$ cat src/design/ffha_pkg.sv
package ffha_pkg;
  localparam int HeapBytes = 65536;
  localparam int MaxFree = 64;
  localparam int SlotW = $clog2(MaxFree);
  localparam int LinkW = SlotW + 1;
  localparam int SizeW = 17;
  localparam int HdrEntries = 8192;
  localparam int HdrW = $clog2(HdrEntries);

  localparam logic [1:0] StatusOk = 2'd0;
  localparam logic [1:0] StatusNoFit = 2'd1;
  localparam logic [1:0] StatusFull = 2'd2;

  localparam logic CmdAlloc = 1'b0;
  localparam logic CmdFree = 1'b1;

  typedef struct packed {
    logic        command;
    logic [15:0] request_bytes;
    logic [15:0] release_address;
  } ffha_in_t;

  typedef struct packed {
    logic [15:0] granted_address;
    logic [1:0]  status;
  } ffha_out_t;

  typedef struct packed {
    logic [15:0]      start;
    logic [SizeW-1:0] size;
    logic [LinkW-1:0] next;
  } ffha_blk_t;
endpackage

$ cat src/design/ffha_blk_mem.sv
module ffha_blk_mem (
  input  logic                       clk,
  input  logic                       we,
  input  logic [ffha_pkg::SlotW-1:0] waddr,
  input  ffha_pkg::ffha_blk_t        wdata,
  input  logic [ffha_pkg::SlotW-1:0] raddr,
  output ffha_pkg::ffha_blk_t        rdata
);
  import ffha_pkg::*;

  ffha_blk_t mem [MaxFree];

  always_ff @(posedge clk) begin
    if (we) begin
      mem[waddr] <= wdata;
    end
    rdata <= mem[raddr];
  end
endmodule

$ cat config.mk
export PLATFORM = sky130hd
export DESIGN_NAME = ffha_blk_mem
export DESIGN_NICKNAME = d
export VERILOG_FILES = /design/src/design/ffha_pkg.sv /design/src/design/ffha_blk_mem.sv
export SDC_FILE = /design/constraint.sdc
export NUM_CORES = 2
export LEC_CHECK = 0
export BUFFER_PORTS_ARGS = -buffer_cell sky130_fd_sc_hd__buf_2
export CORE_UTILIZATION = 30
export DETAILED_ROUTE_END_ITERATION = 10
export SLEW_MARGIN = 40
export SYNTH_ARGS = -nofsm -noshare
export SYNTH_HDL_FRONTEND = slang
export SYNTH_SLANG_ARGS = --single-unit
$ cat constraint.sdc
create_clock -name clk -period 4.2 [get_ports clk]
set_input_delay 0.21 -clock clk [delete_from_list [all_inputs] [get_ports clk]]
set_output_delay 0.21 -clock clk [all_outputs]
set_load 0.05 [all_outputs]
* Yosys cells after proc, flatten, opt, wreduce, memory -nomap -nowiden
Memory sizes are Yosys's and may differ from the RTL's. A register that Yosys moved wholly into a read port is not among the register bits. Cells that the tools add are included.
Operators by class: mux-type cells 2
Operators with widths (count):
- $mux W1 | 2
Storage, ports and cells: flip-flop bits (word level) 0, memory bits (writable) 2560, input port bits 54, output and inout port bits 40, logic and storage cells 3, memories 1
Memory list:
- mem | words 64, bits a word 40, read ports 1, clocked after Yosys merged registers in 1, wr ports 1, line ffha_blk_mem.sv:11 | ffha_blk_t mem [MaxFree];

* Depth between registers and ports, before layout
word-level depth 2, depth in mapped cells 9

* Worst setup path after synthesis
No wires, ideal clock.
path type input -> register, start input port waddr[3] in the netlist's numbering, end memory mem[48][0] in the netlist's numbering (enable), setup time 0.487 ns, arrival time 3.446 ns, path slack 0.268 ns, stages on the path 4, path buffers 1, cell sequence clkbuf_1 nor2b_1 nand4b_1 nor3_1
RTL lines:
- from (decl) | line ffha_blk_mem.sv:4 | input logic [ffha_pkg::SlotW-1:0] waddr,
- to (decl) | line ffha_blk_mem.sv:11
No word-level cell before the write port.

==> impl_results.md <==
* Status: complete, but fails checks
* Failing checks: DRC
* Mapped Area at just under 100000 um2
* Peak VDD IR at 0.4059 mV
* Mapped Nets at 4249
* PortBufs at 93
* Final GP Congestion at 0.7531
* Skew final at 0.04943 ns
* Post-synthesis adder-cell area fraction at 0%
* Largest family of logic cells by synthesized area: multiplexers
* Mapped Cells at 4195
* Arrival time worst endpoint at 3.29 ns
* Detail Route Antenna Nets at 0
* Yosys warnings at 0
* Simple-Gate Fraction of Synth Area at 1.076%
* P_leak at ~35 nW
* Drt total wl at 258700 um
* Num rows at 209
* Fin cells at 9095
* Pwr dens at 469.6 nW/um2
* RSZ-0062 raised after global routing: no
* Fin. Hold Viols at 0
* Critical Path Fanout Max at 17
* Worst-Margin Slew at about 1 ns
* Post-DP HPWL at 145100 um
* H-tree Lvls at 4
* Pins Over Slew Limit at 0
* Num CTS Buffers at 244
* Layout area overhead at 16.51%
* Tmin final at approximately 2.5 ns
* Max cap viols at 0
* Global route overflow at 0
* Post-synth top area share at between 70% and 80%
* Vias in the first global route at 48210
* Multiplexer share of the synthesized area at 15.59%
* Worst-case clock buffer depth at 4
* # placed instances at ~8600
* Xor/xnor share of the synthesized area at 0%
* Top post-synthesis cells by count: edfxtp_1 (2560), mux4_2 (608), o22ai_1 (143)
* CP required at ~4.9 ns
* Setup Crit Path Kind: in2reg
* CP Launch Type: primary input
* I/O pin cnt at 94
* Worst hold path type: in2reg
* Fmax at 0.3930 GHz
* Worst Setup End Kind: register
* Via count at 47070
* First-pass GRT wire length at 365300 um
* Pin count of the biggest net entering global routing at 81
* Die Wd at about 570 um
* Slew Limit Headroom at 35.15%
* Register bit count reported by yosys at 2600
* Synth unique cells at 36
* Total track usage at about 15%
* Share of post-route cells with drive strength above 1 at 29.48%
* Post-synth top flop: edfxtp_1
* Wirelength per Cell at 28.44 um
* Compound-gate portion of the synthesized area at 2.677%
* Final nets at 4612
* Drt pass-1 iters at 8
* Core ar. at 324300 um2
* Worst-path clk slew at 0.06 ns
* Full die area at 328400 um2
* Initial Util at 30.17%
* Root Buffer: clkbuf_16
* Post-synth top area cell: edfxtp_1
* DRC viols at 16
* DR vias/cell at between 5 and 6
* Final Setup Violations at 0
* CTS tree: done
* Postcts setup bufs at 0
* Die Height at 573.1 um
* Synthesized area per cell at 23.32 um2
* Post-synth EDFFs at roughly 2600
* Count leader, synth: edfxtp_1
* Asr flop ratio synth at 0%
* Fin crit share at 60.59%
* TNS Setup at 0 ns
* CTS sink count at 2600
* Initial DRC Count at 5415
* Clock insertion delay at the later pin of the skew report at slightly below 0.9 ns
* Post-synthesis sequential area ratio at approximately four fifths
* Initial antenna violation count at 15
* CTS resizes at 0
* Synth top area cells: edfxtp_1 (79%), mux4_2 (14%), mux2i_1 (1.2%)
## per-stage QoR
stage / power (mW) / hold slack [ns] / util (%) / cell area [um2] / worst slack (ns)
2_1_floorplan: 30.88 / 0.3089 / - / 97840 / 0.2677
3_3_place_gp: 32.13 / 0.6877 / 32.52 / 105500 / 0.4922
3_5_place_dp: 32.20 / 0.6835 / 32.61 / 105700 / 0.9360
4_1_cts: 53.94 / 0.003501 / 35.15 / 114000 / 1.643
5_1_grt: 54.96 / 0.05869 / 35.15 / 114000 / 1.632
6_report: 53.53 / 0.05732 / 35.15 / 114000 / 1.655
## layer usage
metal	routed length, um	up-vias	GRT usage (%)	part of all wire (%)
met1	108300	25990	21.52	42
li1	-	18840	-	-
met5	29	-	0	0.011
met2	126200	1895	25.40	49
met4	5876	4	3.645	2.3
met3	18260	353	2.315	7.1
## registers in the layout (all words and copies together), names as in the netlist
name,flops
mem,2560
rdata,40
## cell usage in the layout, fill, tap and decap left out, types with 15 or more instances in the layout
master	synthesis	routed
a21oi_1	68	68
a221oi_1	34	32
a22o_1	16	16
a22oi_1	18	18
buf_12	0	66
buf_2	81	58
buf_4	49	177
bufinv_16	0	23
clkbuf_1	80	53
clkbuf_16	0	247
clkinv_1	0	48
clkinv_2	0	43
clkinvlp_4	0	15
dfxtp_1	40	40
dlygate4sd3_1	0	38
edfxtp_1	2560	2560
mux2_2	38	38
mux2i_1	113	113
mux4_2	608	608
nand2_1	19	18
nor2_1	97	34
nor2_4	0	63
nor4_1	34	26
o221ai_1	42	42
o22a_1	26	26
o22ai_1	143	143
## final timing paths
kind	from	endpoint	slack [ns]	cells past startpoint
setup / recovery	raddr[5]	rdata[2]$_DFF_P_	1.66	7
hold reg to reg	mem[51][8]$_DFFE_PP_	rdata[8]$_DFF_P_	0.83	4
setup reg to reg	mem[31][1]$_DFFE_PP_	rdata[1]$_DFF_P_	2.03	4
hold / removal	wdata[5]	mem[0][5]$_DFFE_PP_	0.06	2
## cell families (layout without fill, tap and decap cells)
group,after synthesis,after routing
and+or+nand+nor,215,215
other,0,8
buffers and inverters,238,805
AOI/OAI and AO/OA,383,383
muxes,759,759
DFF,2600,2600
## report_power, final
group	total, mW	leakage, nW	internal [mW]	switching, mW
clock	21.9	3.82	12.4	9.49
combinational	2.78	7.65	0.970	1.81
sequential	28.8	23.4	28.7	0.128
## final cells by class
class                           count  area (um2)
Fill cell                       29710      210300
Sequential cell                  2600       77670
Multi-Input combinational cell   1357       19520
Clock buffer                      314        6573
Tap cell                         4325        5411
Timing Repair Buffer              355        3512
Clock inverter                    136        1286
Antenna cell                        8       20.02
## repair_timing
item                                     CTS  global route
endpoints found under the hold margin   2339             0
endpoints found under the setup margin     0             0
hold buffers                              38             0
## critical path, stage by stage
cell and delay, ns:
dlygate4sd3_1 0.55, buf_2 0.47, and2_1 0.58, nand2_1 0.56
o221ai_1 0.43, a21oi_1 0.20, o22a_1 0.23
(Power assumes the default switching activity.)
